## src/rtl/core/qga_pkg.sv

```systemverilog
// ----------------------------------------------------------------------------
// qga_pkg
// Types, constants and the Hamilton product term table shared by the
// gyro attitude update core and its multiplier unit.
// ----------------------------------------------------------------------------
package qga_pkg;

  localparam int QUAT_W   = 32;   // Q1.30 quaternion component
  localparam int RATE_W   = 24;   // Q6.17 gyro rate
  localparam int PERIOD_W = 24;   // Q0.24 sample period
  localparam int SUM_W    = 38;   // quaternion plus step, with headroom
  localparam int DQ_W     = 40;   // Hamilton sum rounded to Q.30
  localparam int MUL_W    = 33;   // signed operand width of the shared multiplier
  localparam int PROD_W   = 2 * MUL_W;

  localparam logic signed [QUAT_W-1:0] ONE_Q = 32'sh4000_0000;
  localparam logic [PERIOD_W-1:0] PERIOD_RST = 24'd16777;

  // payload of one input beat
  typedef struct packed {
    logic signed [RATE_W-1:0] rate_x;
    logic signed [RATE_W-1:0] rate_y;
    logic signed [RATE_W-1:0] rate_z;
  } gyro_sample_t;

  // payload of one output beat
  typedef struct packed {
    logic signed [QUAT_W-1:0] att_w;
    logic signed [QUAT_W-1:0] att_x;
    logic signed [QUAT_W-1:0] att_y;
    logic signed [QUAT_W-1:0] att_z;
    logic                     degenerate;
  } attitude_t;

  typedef enum logic [2:0] {
    ST_IDLE,
    ST_HAM,
    ST_SQLO,
    ST_NORM,
    ST_SQHI,
    ST_SQRT,
    ST_DIV,
    ST_FIN
  } seq_state_t;

  // one term of the Hamilton product q * (0, gx, gy, gz)
  typedef struct packed {
    logic [1:0] q_sel;
    logic [1:0] r_sel;
    logic       neg;
  } ham_term_t;

  function automatic ham_term_t ham_term(input logic [1:0] comp, input logic [1:0] term);
    ham_term_t t;
    t = '{q_sel: 2'd0, r_sel: 2'd0, neg: 1'b0};
    unique case ({comp, term})
      4'b00_00: t = '{q_sel: 2'd1, r_sel: 2'd0, neg: 1'b1};
      4'b00_01: t = '{q_sel: 2'd2, r_sel: 2'd1, neg: 1'b1};
      4'b00_10: t = '{q_sel: 2'd3, r_sel: 2'd2, neg: 1'b1};
      4'b01_00: t = '{q_sel: 2'd0, r_sel: 2'd0, neg: 1'b0};
      4'b01_01: t = '{q_sel: 2'd2, r_sel: 2'd2, neg: 1'b0};
      4'b01_10: t = '{q_sel: 2'd3, r_sel: 2'd1, neg: 1'b1};
      4'b10_00: t = '{q_sel: 2'd0, r_sel: 2'd1, neg: 1'b0};
      4'b10_01: t = '{q_sel: 2'd1, r_sel: 2'd2, neg: 1'b1};
      4'b10_10: t = '{q_sel: 2'd3, r_sel: 2'd0, neg: 1'b0};
      4'b11_00: t = '{q_sel: 2'd0, r_sel: 2'd2, neg: 1'b0};
      4'b11_01: t = '{q_sel: 2'd1, r_sel: 2'd1, neg: 1'b0};
      4'b11_10: t = '{q_sel: 2'd2, r_sel: 2'd0, neg: 1'b1};
      default:  t = '{q_sel: 2'd0, r_sel: 2'd0, neg: 1'b0};
    endcase
    return t;
  endfunction

endpackage

```

## src/rtl/core/qga_mul.sv

```systemverilog
// ----------------------------------------------------------------------------
// qga_mul
// Shared signed multiplier with a registered product, one result a cycle.
// ----------------------------------------------------------------------------
module qga_mul
  import qga_pkg::*;
(
  input  logic                     clk,
  input  logic signed [MUL_W-1:0]  op_a,
  input  logic signed [MUL_W-1:0]  op_b,
  output logic signed [PROD_W-1:0] prod
);

  // product register
  always_ff @(posedge clk) begin
    prod <= op_a * op_b;
  end

endmodule
```

## config.mk

```make
export PLATFORM = sky130hd
export DESIGN_NAME = qga_mul
export DESIGN_NICKNAME = d
export VERILOG_FILES = /design/src/rtl/core/qga_pkg.sv /design/src/rtl/core/qga_mul.sv
export SDC_FILE = /design/constraint.sdc
export NUM_CORES = 2
export LEC_CHECK = 0
export ABC_AREA = 0
export BUFFER_PORTS_ARGS = -buffer_cell sky130_fd_sc_hd__buf_2
export CAP_MARGIN = 20
export CORE_UTILIZATION = 35
export DETAILED_ROUTE_END_ITERATION = 16
export GPL_TIMING_DRIVEN = 0
export PLACE_DENSITY_LB_ADDON = 0.25
export SLEW_MARGIN = 30
export SYNTH_ARGS = -nofsm -noshare
export SYNTH_HDL_FRONTEND = slang
export SYNTH_SLANG_ARGS = --single-unit
```

## constraint.sdc

```tcl
create_clock -name clk -period 13 [get_ports clk]
set_input_delay 2.6 -clock clk [delete_from_list [all_inputs] [get_ports clk]]
set_output_delay 2.6 -clock clk [all_outputs]
set_load 0.005 [all_outputs]
```

==> flow_summary.yaml <==
worst_hold_path:
  worstHoldStart: "op_a[0]"
  min_path_type: "in2reg"
logic_synthesis:
  avgSynthCellArea_sq_um: 9.39
  synth_nets: 5767
  yosysTopAreaCellShare_pct: 56.3
  synth_edf_count: 0
  synth.area.top_cells: "fa_1, inv_1, and2_1, ha_1, nand2_1"
  synth-seq-area-share_pct: 3.24
  yosys_warnings: 0
  ys_ff_latch: 66
  ys.flop_type: "dfxtp_1"
  synthCells: 4338
  syn_area_sq_um: 40700
  yosys.area.top_type: "fa_1"
  postSynth.asyncResetShare_pct: 0
  ys_types: 80
timing:
  fmax_mhz: 84.0
  worst_pin_slew_ns: 1.12
  fin_tns_setup_ns: 0
  drv_slew: 0
  period_share_pct: 91.5
  rsz0062_at_grt: "false"
  period_needed_ns: 11.90
  hold_violations: 0
  hold_ws_ns: 2.67
  relSlewSlack_pct: 25.1
  setup_violations: 0
run_status:
  status: "completed"
clock_tree:
  cts-resized-gates: 0
  numCtsBuffers: 9
  clock_tree.root_cell: "clkbuf_16"
  hold_buffers: 0
  cts_tree: "yes"
  ctsHtreeMaxLevel: 3
  numClockSinks: 66
  clk_pin_slew_worst_paths_ns: 0.07
  postCtsSetupRepairBufs: 0
  clk_path_buf_depth: 2
setup_path:
  startpoint: "op_b[7]"
  crit_slowest_cell: "fa_2"
  critPathKind: "in2reg"
  critPathMaxStageDelay_ns: 0.92
  path_delay_family: "adder cells"
  path_max_fanout: 17
  crit_top_cell: "fa_1"
  cp-end-kind: "flip-flop"
  cp-start-kind: "input pin"
  cp.arrival_ns: 12.22
  critPathRequiredTime_ns: 13.32
  cp.buffers_inverters: 8
floorplanning:
  dieArea_sq_um: 118000
  core_area_sq_um: 115000
  chipHeight_um: 343
  num_io_pins: 133
  initial_core_util_pct: 35.5
  rows: 124
  die_w_um: 343
cells_and_area:
  fillers: 11900
  finalInstanceArea_sq_um: 43700
  multiInputGateArea_sq_um: 34300
  drive_gt1_share_pct: 4.86
  final_cell_mix: "fa_1, inv_1, and2_1, nand2_1, ha_1"
  area_growth_pct: 7.19
  nNetsFinal: 5910
  ff_latch_area_sq_um: 1320
  reg_top3: "prod: 66 flops"
  largest-register: "prod"
  final_common_cell: "fa_1"
  layoutNonFillerInstCount: 6019
  largest_register_ffs: 66
grt:
  grt_pass1_vias: 32300
  grt_start_max_net_pins: 27
  grt_overflow_total: 0
  antenna_found_initial: 37
  grt_pass1_wl_um: 226000
  gr-usage-all-layers_pct: 27.3
place:
  port_buffers: 132
  gp_congestion: 1.02
  dpl.cell_count: 5982
  hpwl_um: 133000
  placed_cell_area_sq_um: 43300
routing:
  vias_per_cell: 5.03
  drtIter0Drc: 2209
  routedWlPerCell_um: 25.7
  final_antenna_net_count: 0
  routed_wl_um: 154000
  vias: 30300
  drcViolationCount: 0
  first_pass_iters: 6
run:
  cap_violations: 0
==> cell type report <==
cell class | count | share of cell area [%]
Timing Repair Buffer | 132 | 1.51
Buffer | 221 | 2.00
Multi-Input combinational cell | 2920 | 78.6
Clock buffer | 11 | 0.533
Tap cell | 1512 | 4.33
Antenna cell | 21 | 0.120
Sequential cell | 66 | 3.03
Inverter | 1131 | 9.72
Clock inverter | 5 | 0.126
==> cells by family after synthesis <==
kind of cell | share of synthesized area (%)
flip-flops | 3.24
AO/OA/AOI/OAI | 4.07
adder cells (fa/ha/maj) | 62.9
AND/OR/NAND/NOR | 15.8
buffers and inverters | 12.5
XOR/XNOR | 1.46
==> per-layer routing <==
layer  wire length [um]  up-vias  track usage (%)
met5                175        -                0
met2              70800     1224             43.3
met4               7640       26             11.4
li1                   -    12700                -
met1              62000    16000             35.9
met3              13800      321             6.13
==> path summary, 6_finish.rpt <==
kind              endpoint  slack [ns]  cells after the start
setup / recovery  prod[58]        1.10                     26
hold / removal     prod[0]        2.67                      2
==> Yosys cell counts, drive strengths merged (3+ instances only) <==
cell type	instances
fa	1145
inv	1131
and2	563
nand2	551
ha	217
clkbuf	208
nor2	68
dfxtp	66
a21oi	61
xnor2	43
a21o	38
o21ai	33
nand3	26
xor2	25
buf	13
nand2b	12
nand4	12
a211oi	11
o21bai	11
a31oi	9
nor3	7
o31ai	7
a211o	6
and3	6
o21a	6
and4	5
nor2b	5
o211ai	5
a21boi	3
a221oi	3
nor4	3
or2	3
or3	3
==> through the flow <==
step                      utilization (%)  worst slack, ns
after detailed placement             37.7            0.766
after CTS                            38.0             1.19
final                                38.0             1.10
after global routing                 38.0            0.706
after floorplan                         -             3.16
after global placement               37.7            0.177
Power is not shown: default switching activity piles up to over one toggle a cycle in this logic, so the estimate is an artifact.
